<file path="config.mk">
export PLATFORM = sky130hd
export DESIGN_NAME = escaped_frame_receiver
export DESIGN_NICKNAME = d
export VERILOG_FILES = /design/src/efr_pkg.sv /design/src/escaped_frame_receiver.sv /design/src/efr_front.sv /design/src/efr_queue.sv /design/src/efr_back.sv
export SDC_FILE = /design/constraint.sdc
export NUM_CORES = 1
export LEC_CHECK = 0
export ABC_CLOCK_PERIOD_IN_PS = 2900
export BUFFER_PORTS_ARGS = -buffer_cell sky130_fd_sc_hd__buf_2
export CAP_MARGIN = 20
export CORE_ASPECT_RATIO = 2
export CORE_MARGIN = 1.5
export CORE_UTILIZATION = 45
export CTS_BUF_LIST = sky130_fd_sc_hd__clkbuf_4 sky130_fd_sc_hd__clkbuf_8 sky130_fd_sc_hd__clkbuf_16
export DETAILED_ROUTE_END_ITERATION = 16
export PLACE_DENSITY_LB_ADDON = 0.1
export SYNTH_ARGS = -nofsm -noshare
export SYNTH_HDL_FRONTEND = slang
export SYNTH_HIERARCHICAL = 1
export SYNTH_SLANG_ARGS = --single-unit
</file>
<file path="constraint.sdc">
create_clock -name i_clk -period 2.9 [get_ports i_clk]
set_input_delay 0.435 -clock i_clk [delete_from_list [all_inputs] [get_ports i_clk]]
set_output_delay 0.435 -clock i_clk [all_outputs]
set_load 0.02 [all_outputs]
</file>
<file path="src/efr_pkg.sv">
package efr_pkg;

    // Line codes of the byte-stuffed framing.
    localparam logic [7:0] START_BYTE  = 8'h5A;
    localparam logic [7:0] ESCAPE_BYTE = 8'hEF;
    localparam logic [7:0] ANY_TYPE    = 8'h00;

    localparam int unsigned DEF_MAX_FRAME = 4096;
    localparam int unsigned MIN_FRAME     = 4;
    localparam int unsigned BYTE_W        = 8;
    localparam int unsigned POS_W         = 12;
    localparam int unsigned LEN_W         = 16;
    localparam int unsigned QUEUE_DEPTH   = 2;

    typedef enum logic [1:0] {
        KIND_DATA,
        KIND_START,
        KIND_ESCAPE
    } t_efr_kind;

    typedef struct packed {
        t_efr_kind         kind;
        logic [BYTE_W-1:0] data;
    } t_efr_item;

endpackage

</file>
<file path="src/escaped_frame_receiver.sv">
// Channel        Direction  Handshake                 Payload
// rx words       in         push / full               i_rx_byte
// decoded words  out        empty / pop               o_data_byte, o_position,
//                                                     o_frame_end, o_overflow
// type filter    in         i_cfg_valid / o_cfg_ready i_cfg_data
//
// One word is taken every cycle while full is low; a decoded word passes the front
// register, which loads when its raw word is taken, then the queue and the result
// register. The back end decodes one word each cycle while no result waits unpopped.
// Reset is synchronous and active low; it clears the frame state and the type filter.
// A stalled pop holds the result register, the back end then stops, the two-entry
// queue fills, and full rises once the front register also holds a word.
module escaped_frame_receiver
    import efr_pkg::*;
#(
    parameter int unsigned MAX_FRAME = DEF_MAX_FRAME
)(
    input  logic              i_clk,
    input  logic              i_rst_n,
    input  logic              push,
    output logic              full,
    input  logic [BYTE_W-1:0] i_rx_byte,
    output logic              empty,
    input  logic              pop,
    output logic [BYTE_W-1:0] o_data_byte,
    output logic [POS_W-1:0]  o_position,
    output logic              o_frame_end,
    output logic              o_overflow,
    input  logic              i_cfg_valid,
    output logic              o_cfg_ready,
    input  logic [BYTE_W-1:0] i_cfg_data
);

    // Front end to queue.
    logic      w_front_valid;
    t_efr_item w_front_item;
    logic      w_queue_ready;

    // Queue to back end.
    logic      w_back_valid;
    t_efr_item w_back_item;
    logic      w_back_ready;

    // The filter register can always be written.
    assign o_cfg_ready = 1'b1;

    // The front end classifies each raw word as start, escape or data.
    efr_front u_front (
        .i_clk        (i_clk),
        .i_rst_n      (i_rst_n),
        .push         (push),
        .full         (full),
        .i_rx_byte    (i_rx_byte),
        .o_item_valid (w_front_valid),
        .o_item       (w_front_item),
        .i_item_ready (w_queue_ready)
    );

    // A short queue lets the front keep taking words while the result side stalls.
    efr_queue u_queue (
        .i_clk      (i_clk),
        .i_rst_n    (i_rst_n),
        .i_wr_valid (w_front_valid),
        .o_wr_ready (w_queue_ready),
        .i_wr_item  (w_front_item),
        .o_rd_valid (w_back_valid),
        .i_rd_ready (w_back_ready),
        .o_rd_item  (w_back_item)
    );

    // The back end holds the frame state: unescaping, length and type capture,
    // frame end detection, overflow and the drop-until-start recovery.
    efr_back #(
        .MAX_FRAME (MAX_FRAME)
    ) u_back (
        .i_clk        (i_clk),
        .i_rst_n      (i_rst_n),
        .i_cfg_wr     (i_cfg_valid),
        .i_cfg_data   (i_cfg_data),
        .i_item_valid (w_back_valid),
        .o_item_ready (w_back_ready),
        .i_item       (w_back_item),
        .empty        (empty),
        .pop          (pop),
        .o_data_byte  (o_data_byte),
        .o_position   (o_position),
        .o_frame_end  (o_frame_end),
        .o_overflow   (o_overflow)
    );

endmodule

</file>
<file path="src/efr_front.sv">
module efr_front
    import efr_pkg::*;
(
    input  logic              i_clk,
    input  logic              i_rst_n,
    input  logic              push,
    output logic              full,
    input  logic [BYTE_W-1:0] i_rx_byte,
    output logic              o_item_valid,
    output t_efr_item         o_item,
    input  logic              i_item_ready
);

    logic      r_valid;
    logic      n_valid;
    t_efr_item r_item;
    t_efr_item n_item;
    logic      w_accept;

    assign full     = r_valid && !i_item_ready;
    assign w_accept = push && !full;

    // Tag each received word with its role on the line.
    always_comb begin
        n_item.data = i_rx_byte;
        if (i_rx_byte == START_BYTE) begin
            n_item.kind = KIND_START;
        end else if (i_rx_byte == ESCAPE_BYTE) begin
            n_item.kind = KIND_ESCAPE;
        end else begin
            n_item.kind = KIND_DATA;
        end
        n_valid = w_accept || (r_valid && !i_item_ready);
    end

    always_ff @(posedge i_clk) begin
        if (!i_rst_n) begin
            r_valid <= 1'b0;
        end else begin
            r_valid <= n_valid;
        end
    end

    always_ff @(posedge i_clk) begin
        if (w_accept) begin
            r_item <= n_item;
        end
    end

    assign o_item_valid = r_valid;
    assign o_item       = r_item;

endmodule

</file>
<file path="src/efr_queue.sv">
module efr_queue
    import efr_pkg::*;
(
    input  logic      i_clk,
    input  logic      i_rst_n,
    input  logic      i_wr_valid,
    output logic      o_wr_ready,
    input  t_efr_item i_wr_item,
    output logic      o_rd_valid,
    input  logic      i_rd_ready,
    output t_efr_item o_rd_item
);

    localparam int unsigned PTR_W = (QUEUE_DEPTH > 1) ? $clog2(QUEUE_DEPTH) : 1;
    localparam int unsigned CNT_W = $clog2(QUEUE_DEPTH + 1);

    t_efr_item        r_mem [QUEUE_DEPTH];
    logic [PTR_W-1:0] r_wr_ptr;
    logic [PTR_W-1:0] r_rd_ptr;
    logic [CNT_W-1:0] r_count;
    logic [PTR_W-1:0] n_wr_ptr;
    logic [PTR_W-1:0] n_rd_ptr;
    logic [CNT_W-1:0] n_count;
    logic             w_wr;
    logic             w_rd;

    assign o_wr_ready = (r_count != CNT_W'(QUEUE_DEPTH));
    assign o_rd_valid = (r_count != '0);
    assign o_rd_item  = r_mem[r_rd_ptr];
    assign w_wr       = i_wr_valid && o_wr_ready;
    assign w_rd       = o_rd_valid && i_rd_ready;

    always_comb begin
        n_wr_ptr = r_wr_ptr;
        n_rd_ptr = r_rd_ptr;
        n_count  = r_count;
        if (w_wr) begin
            n_wr_ptr = (r_wr_ptr == PTR_W'(QUEUE_DEPTH - 1)) ? '0 : r_wr_ptr + 1'b1;
        end
        if (w_rd) begin
            n_rd_ptr = (r_rd_ptr == PTR_W'(QUEUE_DEPTH - 1)) ? '0 : r_rd_ptr + 1'b1;
        end
        if (w_wr && !w_rd) begin
            n_count = r_count + 1'b1;
        end else if (w_rd && !w_wr) begin
            n_count = r_count - 1'b1;
        end
    end

    always_ff @(posedge i_clk) begin
        if (!i_rst_n) begin
            r_wr_ptr <= '0;
            r_rd_ptr <= '0;
            r_count  <= '0;
        end else begin
            r_wr_ptr <= n_wr_ptr;
            r_rd_ptr <= n_rd_ptr;
            r_count  <= n_count;
        end
    end

    always_ff @(posedge i_clk) begin
        if (w_wr) begin
            r_mem[r_wr_ptr] <= i_wr_item;
        end
    end

`ifndef SYNTH
    a_count_bound: assert property (@(posedge i_clk) disable iff (!i_rst_n)
        r_count <= CNT_W'(QUEUE_DEPTH))
        else $error("queue count beyond depth");
`endif

endmodule

</file>
<file path="src/efr_back.sv">
module efr_back
    import efr_pkg::*;
#(
    parameter int unsigned MAX_FRAME = DEF_MAX_FRAME
)(
    input  logic              i_clk,
    input  logic              i_rst_n,
    input  logic              i_cfg_wr,
    input  logic [BYTE_W-1:0] i_cfg_data,
    input  logic              i_item_valid,
    output logic              o_item_ready,
    input  t_efr_item         i_item,
    output logic              empty,
    input  logic              pop,
    output logic [BYTE_W-1:0] o_data_byte,
    output logic [POS_W-1:0]  o_position,
    output logic              o_frame_end,
    output logic              o_overflow
);

    localparam int unsigned CNT_W  = $clog2(MAX_FRAME);
    localparam int unsigned NXT_W  = CNT_W + 1;
    localparam int unsigned CMP_W  = (NXT_W > LEN_W) ? NXT_W : LEN_W;
    localparam int unsigned PEXT_W = CNT_W + POS_W;

    logic [BYTE_W-1:0] r_type_filter;
    logic [CNT_W-1:0]  r_byte_count;
    logic [CNT_W-1:0]  n_byte_count;
    logic              r_escape_pending;
    logic              n_escape_pending;
    logic [LEN_W-1:0]  r_frame_length;
    logic [LEN_W-1:0]  n_frame_length;
    logic [BYTE_W-1:0] r_frame_type;
    logic [BYTE_W-1:0] n_frame_type;
    logic              r_discarding;
    logic              n_discarding;
    logic              r_out_valid;
    logic              n_out_valid;
    logic [BYTE_W-1:0] r_out_data;
    logic [POS_W-1:0]  r_out_pos;
    logic              r_out_end;
    logic              r_out_ovf;

    logic              w_take;
    logic              w_load;
    logic [BYTE_W-1:0] w_byte;
    logic [NXT_W-1:0]  w_next;
    logic [PEXT_W-1:0] w_pos_ext;
    logic              w_ovf;
    logic              w_end;

    assign o_item_ready = !r_out_valid || pop;
    assign w_take       = i_item_valid && o_item_ready;
    assign w_byte       = r_escape_pending ? i_item.data + 1'b1 : i_item.data;
    assign w_next       = NXT_W'(r_byte_count) + 1'b1;
    assign w_pos_ext    = PEXT_W'(r_byte_count);
    assign w_ovf        = (w_next >= NXT_W'(MAX_FRAME));
    assign w_end        = !w_ovf && (w_next >= NXT_W'(MIN_FRAME))
                          && (CMP_W'(w_next) == CMP_W'(r_frame_length))
                          && ((r_type_filter == ANY_TYPE) || (r_type_filter == r_frame_type));

    always_comb begin
        n_byte_count     = r_byte_count;
        n_escape_pending = r_escape_pending;
        n_frame_length   = r_frame_length;
        n_frame_type     = r_frame_type;
        n_discarding     = r_discarding;
        n_out_valid      = r_out_valid && !pop;
        w_load           = 1'b0;
        if (w_take) begin
            case (i_item.kind)
                KIND_START: begin
                    n_byte_count     = '0;
                    n_escape_pending = 1'b0;
                    n_discarding     = 1'b0;
                end
                KIND_ESCAPE: begin
                    if (!r_discarding) begin
                        n_escape_pending = 1'b1;
                    end
                end
                KIND_DATA: begin
                    if (!r_discarding) begin
                        w_load           = 1'b1;
                        n_out_valid      = 1'b1;
                        n_escape_pending = 1'b0;
                        if (r_byte_count == CNT_W'(0)) begin
                            n_frame_length[BYTE_W-1:0] = w_byte;
                        end else if (r_byte_count == CNT_W'(1)) begin
                            n_frame_length[LEN_W-1:BYTE_W] = w_byte;
                        end else if (r_byte_count == CNT_W'(2)) begin
                            n_frame_type = w_byte;
                        end
                        if (w_ovf) begin
                            n_byte_count = '0;
                            n_discarding = 1'b1;
                        end else if (w_end) begin
                            n_byte_count = '0;
                        end else begin
                            n_byte_count = w_next[CNT_W-1:0];
                        end
                    end
                end
                default: begin
                    n_byte_count = r_byte_count;
                end
            endcase
        end
    end

    always_ff @(posedge i_clk) begin
        if (!i_rst_n) begin
            r_type_filter    <= ANY_TYPE;
            r_byte_count     <= '0;
            r_escape_pending <= 1'b0;
            r_frame_length   <= '0;
            r_frame_type     <= '0;
            r_discarding     <= 1'b0;
            r_out_valid      <= 1'b0;
        end else begin
            if (i_cfg_wr) begin
                r_type_filter <= i_cfg_data;
            end
            r_byte_count     <= n_byte_count;
            r_escape_pending <= n_escape_pending;
            r_frame_length   <= n_frame_length;
            r_frame_type     <= n_frame_type;
            r_discarding     <= n_discarding;
            r_out_valid      <= n_out_valid;
        end
    end

    always_ff @(posedge i_clk) begin
        if (w_load) begin
            r_out_data <= w_byte;
            r_out_pos  <= w_pos_ext[POS_W-1:0];
            r_out_end  <= w_end;
            r_out_ovf  <= w_ovf;
        end
    end

    assign empty       = !r_out_valid;
    assign o_data_byte = r_out_data;
    assign o_position  = r_out_pos;
    assign o_frame_end = r_out_end;
    assign o_overflow  = r_out_ovf;

`ifndef SYNTH
    a_end_xor_ovf: assert property (@(posedge i_clk) disable iff (!i_rst_n)
        r_out_valid |-> !(r_out_end && r_out_ovf))
        else $error("frame end and overflow on the same word");
    a_no_escape_while_dropping: assert property (@(posedge i_clk) disable iff (!i_rst_n)
        !(r_escape_pending && r_discarding))
        else $error("escape mark held while dropping");
    a_end_restarts_count: assert property (@(posedge i_clk) disable iff (!i_rst_n)
        (w_load && (w_end || w_ovf)) |=> (r_byte_count == '0))
        else $error("count did not restart after frame end or overflow");
`endif

endmodule

</file>
==> results of run 1 <==
report_power, final:
part           switching [uW]  internal, uW
Clock                     562           651
Combinational             570           342
Sequential               86.1          1730
worst reg2reg max path, delay by kind of cell, from the launching register on:
family / cells / cell delay (ns)
xor+xnor: 1 / 0.29
compound gates: 4 / 1.00
simple gates: 2 / 0.47
flops: 1 / 0.47
fa+ha+maj: 1 / 0.30
cells by family after synthesis:
logic type / after synthesis / share of synthesized area [%]
compound gates: 79 / 11.5
xor+xnor: 35 / 6.33
fa+ha+maj: 6 / 1.55
buf+inv: 43 / 4.29
flops: 105 / 54.1
mux: 20 / 4.39
other cells: 1 / 0.0774
simple gates: 159 / 17.7
metal layers:
metal / up-vias / routed length, um / global-route usage, %
met5: - / 0 / 0
met4: 0 / 618 / 14.8
met3: 39 / 282 / 2.38
met2: 95 / 6150 / 38.9
met1: 1636 / 3700 / 18.2
li1: 1705 / - / -
what timing repair did:
item | 4_1_cts | 5_1_grt
endpoints found under the setup margin | 0 | 3
buffers inserted | 0 | 0
gates resized for setup | 0 | 2
flip-flops by register name, indices dropped and copies added (netlist names), named ones only:
signal / flops
u_back/r_type_filter: 8
u_queue/r_mem: 20
u_back/r_frame_type: 8
u_back/r_byte_count: 12
u_back/o_data_byte: 8
u_back/r_discarding: 1
u_front/o_item: 10
u_back/r_escape_pending: 1
u_queue/r_wr_ptr: 1
u_queue/r_rd_ptr: 1
u_queue/r_count: 2
u_back/o_overflow: 1
u_back/o_frame_end: 1
u_back/r_out_valid: 1
u_back/o_position: 12
u_back/r_frame_length: 16
u_front/o_item_valid: 1
layout make-up:
class	instances	area, um2
Clock buffer	10	250
Clock inverter	6	52.6
Fill cell	1017	4990
Inverter	19	71.3
Multi-Input combinational cell	300	2020
Sequential cell	105	2620
Tap cell	137	171
Timing Repair Buffer	55	303
cell usage in the layout, fill, tap and decap left out, drive strengths merged, types with 11 or more instances in the layout:
cell type and count:
buf 55, a211oi 17, nand2 24, inv 23, o21ai 15, xor2 11, xnor2 24, dfxtp 53
nand4 13, nor2 54, nand3 16, a21oi 16, edfxtp 52
worst paths after layout:
kind / endpoint / cells past startpoint / startpoint
hold reg to reg: u_queue/r_mem[0][6]$_DFFE_PP_ / 0 / u_front/o_item[6]$_DFFE_PP_
hold / removal: u_front/o_item[2]$_DFFE_PP_ / 1 / i_rx_byte[2]
setup reg to reg: u_back/r_byte_count[1]$_SDFFE_PN0P_ / 8 / u_back/r_byte_count[1]$_SDFFE_PN0P_
setup / recovery: u_back/r_byte_count[1]$_SDFFE_PN0P_ / 8 / u_back/r_byte_count[1]$_SDFFE_PN0P_
through the flow:
step / area (um2) / instances
2_1_floorplan: 4840 / 448
3_3_place_gp: 5180 / 616
3_5_place_dp: 5180 / 616
4_1_cts: 5480 / 632
5_1_grt: 5490 / 632
6_report: 5490 / 632
==> qor.yml, run 1 <==
outcome: "finished, final reports clean"
setup_ws_ns: 0.265
fin_crit_ns: 2.63
cp-start-kind: "flop"
ys_types: 66
wl_per_cell_um: 17.0
synthFlopType: "dfxtp_1"
synth.area.top_cells: "edfxtp_1 32%, dfxtp_1 22%, xnor2_1 4.3%"
synth_common_cells: "53 x dfxtp_1, 53 x nor2_1, 52 x edfxtp_1, 24 x xnor2_1, 23 x nand2_1"
clockBufferDepth: 2
cts_tree: "yes"
pre_cts_ws_ns: 0.188
clock-root-buffer: "clkbuf_16"
tns_ns: 0
antenna_found_initial: 0
critPathTopFamily: "compound AO/OA/AOI/OAI gates"
start_util_pct: 46.2
synth_enable_flop_cells: 52
antenna_left: 0
viasPerCell: 5.50
hold-worst-slack_ns: 0.296
ys_ff_latch: 105
antenna_cells: 0
utilization_pct: 52.4
overflow: 0
endpoint_kind: "flop"
grt_pass1_wl_um: 17200
hp-class: "input port to flop"
fp.dieH_um: 150
detailedPlacementHpwl_um: 8280
yosys_warnings: 6
dieArea_um2: 11400
clock_latency_ns: 0.34
synthArstFlopShare_pct: 0
cp.required_ns: 3.14
fp-row-count: 53
fin_crit_sh_pct: 90.9
port_buffers: 44
dr.first_iter.drc_count: 170
grt_max_degree: 33
die_w_um: 76.4
syn-num-nets: 475
r2r_slack_ns: 0.27
avgSynthCellArea_um2: 10.8
gp_congestion: 0.911
worstMarginPinSlew_ns: 0.857
fmax_mhz: 380
cap_violations: 0
dr.pass1.iters: 4
pin_count: 46
power_leakage_uw: 0.00204
cp_cell_sequence: "ha_2 > nand3_1 > xnor2_1 > o211ai_2 > a2111oi_4 > o2111ai_2 > and2_4 > a22o_1"
path_max_fanout: 8
first_global_vias: 3473
rsz0062_at_grt: "no"
power_uw: 3950
critPathArrivalTime_ns: 2.88
synth_top_cell_by_area: "edfxtp_1"
cts_buffers: 9
yosysTopAreaCellShare_pct: 32.2
relSlewSlack_pct: 42.7
ys_seq_area_share_pct: 54.1
clock_sinks: 105
area_growth_pct: 13.3
nets: 517
cts_hold_buf: 0
finalHoldViolCount: 0
power_density_nw_per_um2: 719
crit_type: "flop to flop"
slowest_stage: "dfxtp_1"
netlist_area_um2: 4840
track_usage_pct: 19.9
htreeDepth: 3
critical-path-max-stage-delay_ns: 0.47
core_um2: 10500
finClkSkew_ns: 0.0115
netlist_instances: 448
drc_errors: 0
finalWirelength_um: 10700
setup_viol: 0
vias: 3475
critPathBufInv: 0
clk_pin_slew_worst_paths_ns: 0.08
irDropWorstVdd_v: 0.000491
drv_slew: 0
drive_gt1_share_pct: 22.4
No activity file was read; power rests on OpenSTA's default activity.
==> inputs of run 2 (changes only) <==
--- a/config.mk
+++ b/config.mk
@@ -8,9 +8,11 @@
 export ABC_CLOCK_PERIOD_IN_PS = 2900
 export BUFFER_PORTS_ARGS = -buffer_cell sky130_fd_sc_hd__buf_2
 export CAP_MARGIN = 20
+export CELL_PAD_IN_SITES_DETAIL_PLACEMENT = 0
+export CELL_PAD_IN_SITES_GLOBAL_PLACEMENT = 1
 export CORE_ASPECT_RATIO = 2
 export CORE_MARGIN = 1.5
-export CORE_UTILIZATION = 45
+export CORE_UTILIZATION = 42
 export CTS_BUF_LIST = sky130_fd_sc_hd__clkbuf_4 sky130_fd_sc_hd__clkbuf_8 sky130_fd_sc_hd__clkbuf_16
 export DETAILED_ROUTE_END_ITERATION = 16
 export PLACE_DENSITY_LB_ADDON = 0.1
==> qor.yml, run 2 (synthesis results as in run 1) <==
start_util_pct: 42.9
dr.pass1.iters: 4
clockBufferDepth: 2
power_leakage_uw: 0.00204
first_global_vias: 3358
nets: 517
endpoint_kind: "flop"
largest_register_ffs: 20
biggestRegsByFlops: "u_queue/r_mem: 20 flops, u_back/r_frame_length: 16 flops"
cp.required_ns: 3.14
setup_viol: 0
dieArea_um2: 12200
rsz0062_at_grt: "no"
path_max_fanout: 8
hold-worst-slack_ns: 0.291
finClkSkew_ns: 0.00830
critPathArrivalTime_ns: 2.89
pin_count: 46
clock_latency_ns: 0.35
grt_pass1_wl_um: 17400
hp-class: "input port to flop"
overflow: 0
clock-root-buffer: "clkbuf_16"
clk_pin_slew_worst_paths_ns: 0.07
r2r_cells: 8
cp-start-kind: "flop"
hp-start: "i_rx_byte[0]"
core_um2: 11300
dr.first_iter.drc_count: 162
cap_violations: 0
power_density_nw_per_um2: 730
area_growth_pct: 13.4
finalWirelength_um: 11100
hold_path_depth: 1
die_w_um: 78.9
antenna_left: 0
min_to: "u_front/o_item[0]$_DFFE_PP_"
slowest_stage: "dfxtp_1"
relSlewSlack_pct: 48.5
final_cell_mix: "53 x nor2_1, 52 x edfxtp_1, 52 x dfxtp_1, 44 x buf_2, 24 x xnor2_1"
antenna_found_initial: 0
wl_per_cell_um: 17.4
finalHoldViolCount: 0
fmax_mhz: 378
fp-row-count: 55
drc_errors: 0
rr_endpoint: "u_back/r_byte_count[1]$_SDFFE_PN0P_"
drive_gt1_share_pct: 22.2
cts_buffers: 9
final_common_cell: "nor2_1"
track_usage_pct: 19.4
clock_sinks: 105
port_buffers: 44
viasPerCell: 5.34
fin_crit_sh_pct: 91.3
r2r_slack_ns: 0.25
detailedPlacementHpwl_um: 8580
antenna_cells: 0
worstMarginPinSlew_ns: 0.771
fin_crit_ns: 2.65
crit_type: "flop to flop"
outcome: "finished, final reports clean"
gp_congestion: 0.894
irDropWorstVdd_v: 0.000405
htreeDepth: 3
vias: 3403
cts_tree: "yes"
fp.dieH_um: 155
critical-path-max-stage-delay_ns: 0.46
crit_path_frequent_cell: "and2_4"
drv_slew: 0
cp_cell_sequence: "ha_1 > and3_1 > and2_4 > a41oi_1 > a2111oi_4 > o2111ai_2 > and2_4 > a22o_1"
grt_max_degree: 37
r2r_start: "u_back/r_byte_count[1]$_SDFFE_PN0P_"
tns_ns: 0
largest-register: "u_queue/r_mem"
==> run 2: cell types whose count changed in the layout (fill, tap and decap cells not counted) <==
cell	previous run	this run
clkinv_4	2	0
bufinv_16	0	1
clkbuf_16	10	9
clkinv_2	0	1
clkinvlp_2	0	1
clkinvlp_4	0	1
ha_1	5	6
ha_2	1	0
inv_4	1	0
==> run 2: worst max path at each step <==
stage / start / slack, ns / endpoint / depth (start not counted)
after detailed placement: u_back/r_byte_count[0]$_SDFFE_PN0P_ / 0.21 / u_back/r_byte_count[1]$_SDFFE_PN0P_ / 8
final: u_back/r_byte_count[1]$_SDFFE_PN0P_ / 0.25 / u_back/r_byte_count[1]$_SDFFE_PN0P_ / 8
after global routing: u_back/r_byte_count[1]$_SDFFE_PN0P_ / 0.05 / u_back/r_byte_count[1]$_SDFFE_PN0P_ / 8
after global placement: u_back/r_byte_count[0]$_SDFFE_PN0P_ / 0.25 / u_back/r_byte_count[1]$_SDFFE_PN0P_ / 8
after CTS: u_back/r_byte_count[0]$_SDFFE_PN0P_ / 0.20 / u_back/r_byte_count[1]$_SDFFE_PN0P_ / 8
after floorplan: flop / 0.03 / u_back/r_frame_type[6]$_SDFFE_PN0P_ / 10
==> run 2: report_power, final <==
| part | leakage, uW | switching (uW) | total [uW] | internal, uW |
|---|---|---|---|---|
| Clock | 0.000144 | 559 | 1240 | 678 |
| Combinational | 0.000974 | 594 | 945 | 352 |
| Sequential | 0.000919 | 90.4 | 1830 | 1730 |
==> run 2: final cells by class <==
class | count | area (um2)
Clock buffer | 9 | 225
Clock inverter | 7 | 76.3
Multi-Input combinational cell | 300 | 2010
Sequential cell | 105 | 2620
Fill cell | 1095 | 5800
Tap cell | 142 | 178
Timing Repair Buffer | 55 | 303
Inverter | 19 | 71.3
==> run 2: metrics by stage <==
stage	power, uW	area (um2)	utilization (%)	instances	worst slack (ns)
2_1_floorplan	2510	4840	-	448	0.0321
3_3_place_gp	2800	5190	46.0	621	0.249
3_5_place_dp	2810	5190	46.0	621	0.210
4_1_cts	4060	5490	48.6	637	0.203
5_1_grt	4190	5490	48.6	637	0.0519
6_report	4010	5490	48.6	637	0.253
==> run 2: routing by layer <==
metal	wire, um	part of all wire [%]	vias up	global-route usage [%]
met5	0	0	-	0
met4	534	4.8	0	11.9
met3	230	2.1	31	2.40
met2	6590	60	79	39.4
met1	3720	34	1599	17.0
li1	-	-	1694	-
==> run 2: what timing repair did <==
item | CTS | global route
endpoints found under the setup margin | 0 | 2
hold buffers | 0 | 0
buffers inserted | 0 | 0
endpoints found under the hold margin | 0 | 0
resized for setup | 0 | 1
==> run 2: worst max-delay path, delay by kind of cell, from the launching register on <==
family,cells,cell delay (ns)
AO/OA/AOI/OAI,4,0.96
adder cells (fa/ha/maj),1,0.33
flip-flops,1,0.46
AND/OR/NAND/NOR,3,0.80
==> inputs of run 3 (changes only) <==
--- a/config.mk
+++ b/config.mk
@@ -16,6 +16,8 @@
 export CTS_BUF_LIST = sky130_fd_sc_hd__clkbuf_4 sky130_fd_sc_hd__clkbuf_8 sky130_fd_sc_hd__clkbuf_16
 export DETAILED_ROUTE_END_ITERATION = 16
 export PLACE_DENSITY_LB_ADDON = 0.1
+export RECOVER_POWER = 25
+export SETUP_SLACK_MARGIN = 0.2
 export SYNTH_ARGS = -nofsm -noshare
 export SYNTH_HDL_FRONTEND = slang
 export SYNTH_HIERARCHICAL = 1
==> qor.yml, run 3 (synthesis results as in run 1) <==
grt_max_degree: 33
critPathArrivalTime_ns: 2.96
core_um2: 11300
htreeDepth: 3
drv_slew: 0
track_usage_pct: 18.8
hp-class: "input port to flop"
biggestRegsByFlops: "u_queue/r_mem: 20 flops, u_back/r_frame_length: 16 flops"
dieArea_um2: 12200
fp.dieH_um: 155
cp_cell_sequence: "clkbuf_1 > nand4_1 > o31a_1 > o21bai_1 > and4_2 > o2111ai_4 > buf_4 > a31oi_1 > mux2i_1"
fmax_mhz: 364
area_growth_pct: 14.3
first_global_vias: 3431
outcome: "finished, final reports clean"
clock_latency_ns: 0.34
pin_count: 46
final_cell_mix: "53 x nor2_1, 52 x edfxtp_1, 52 x dfxtp_1, 35 x buf_2"
clock_sinks: 105
clock-root-buffer: "clkbuf_16"
cts_buffers: 9
irDropWorstVdd_v: 0.000472
finalWirelength_um: 11100
power_density_nw_per_um2: 752
fin_crit_ns: 2.75
gp_congestion: 0.918
final_common_cell: "nor2_1"
start_util_pct: 42.9
nets: 518
tns_ns: 0
cp.required_ns: 3.11
path_max_fanout: 11
rsz0062_at_grt: "no"
finalHoldViolCount: 0
detailedPlacementHpwl_um: 8540
relSlewSlack_pct: 8.80
overflow: 0
endpoint_kind: "flop"
finClkSkew_ns: 0.00952
vias: 3449
drive_gt1_share_pct: 20.0
grt_pass1_wl_um: 16900
clockBufferDepth: 2
dr.first_iter.drc_count: 161
crit_type: "flop to flop"
dr.pass1.iters: 5
largest-register: "u_queue/r_mem"
power_leakage_uw: 0.00201
fin_crit_sh_pct: 94.7
antenna_cells: 0
clk_pin_slew_worst_paths_ns: 0.06
cts_tree: "yes"
antenna_found_initial: 0
die_w_um: 78.9
utilization_pct: 49.1
port_buffers: 44
critical-path-max-stage-delay_ns: 0.44
slowest_stage: "clkbuf_1"
wl_per_cell_um: 17.3
fp-row-count: 55
viasPerCell: 5.41
cp-start-kind: "flop"
drc_errors: 0
largest_register_ffs: 20
worstMarginPinSlew_ns: 1.37
critPathBufInv: 2
critPathTopFamily: "compound AO/OA/AOI/OAI gates"
antenna_left: 0
cap_violations: 0
setup_viol: 0
## run 3: cell types whose count changed in the layout (fill, tap and decap cells not counted), sizes merged
cell	previous run	this run
buf	55	42
clkbuf	9	24
inv	22	20
clkinvlp	2	1
bufinv	1	3
## run 3: layer usage
metal / share of wire [%] / global-route usage (%) / up-vias
met5: 0 / 0 / -
met4: 5.5 / 12.9 / 0
met3: 3.1 / 3.40 / 36
met2: 58 / 36.7 / 93
met1: 33 / 16.5 / 1610
li1: - / - / 1710
## run 3: report_power, final
part / internal [uW] / leakage [uW] / switching (uW) / total, uW
clock network: 857 / 0.000169 / 535 / 1390
registers: 1740 / 0.000919 / 90.7 / 1830
logic: 343 / 0.000926 / 600 / 943
total: 2940 / 0.00201 / 1230 / 4160
## run 3: layout make-up
| type | count | area (um2) |
|---|---|---|
| Fill cell | 1080 | 5750 |
| Sequential cell | 105 | 2620 |
| Multi-Input combinational cell | 300 | 2040 |
| Timing Repair Buffer | 56 | 280 |
| Clock buffer | 10 | 233 |
| Tap cell | 142 | 178 |
| Clock inverter | 6 | 111 |
| Inverter | 19 | 75.1 |
## run 3: repair_timing
| action | CTS | global route |
|---|---|---|
| hold buffers | 0 | 0 |
| endpoints found under the setup margin | 7 | 10 |
| pin swaps | 0 | 2 |
| endpoints found under the hold margin | 0 | 0 |
| gates resized for setup | 2 | 4 |
| buffers inserted | 0 | 1 |
## run 3: worst register-to-register path: cells and delay by family (launching register included)
kind / cells / cell delay, ns
AO/OA/AOI/OAI: 4 / 0.91
buffers and inverters: 2 / 0.63
flip-flops: 1 / 0.33
multiplexers: 1 / 0.09
AND/OR/NAND/NOR: 2 / 0.67
## run 3: worst paths after layout
check | startpoint | endpoint | cells after the start | slack (ns)
hold / removal | push | u_front/o_item_valid$_SDFF_PN0_ | 2 | 0.32
setup / recovery | u_back/r_byte_count[5]$_SDFFE_PN0P_ | u_back/r_byte_count[3]$_SDFFE_PN0P_ | 9 | 0.15
hold reg to reg | u_front/o_item[5]$_DFFE_PP_ | u_queue/r_mem[0][5]$_DFFE_PP_ | 0 | 0.45
setup reg to reg | u_back/r_byte_count[5]$_SDFFE_PN0P_ | u_back/r_byte_count[3]$_SDFFE_PN0P_ | 9 | 0.15
## run 3: through the flow
step	hold slack (ns)	cells	setup WS (ns)	instance area, um2	power (uW)
after detailed placement	0.431	621	0.154	5190	2810
after global routing	0.307	638	0.108	5540	4360
final	0.319	638	0.154	5540	4160
after floorplan	0.403	448	0.261	4850	2510
after CTS	0.281	637	0.222	5540	4210
after global placement	0.422	621	0.214	5190	2790
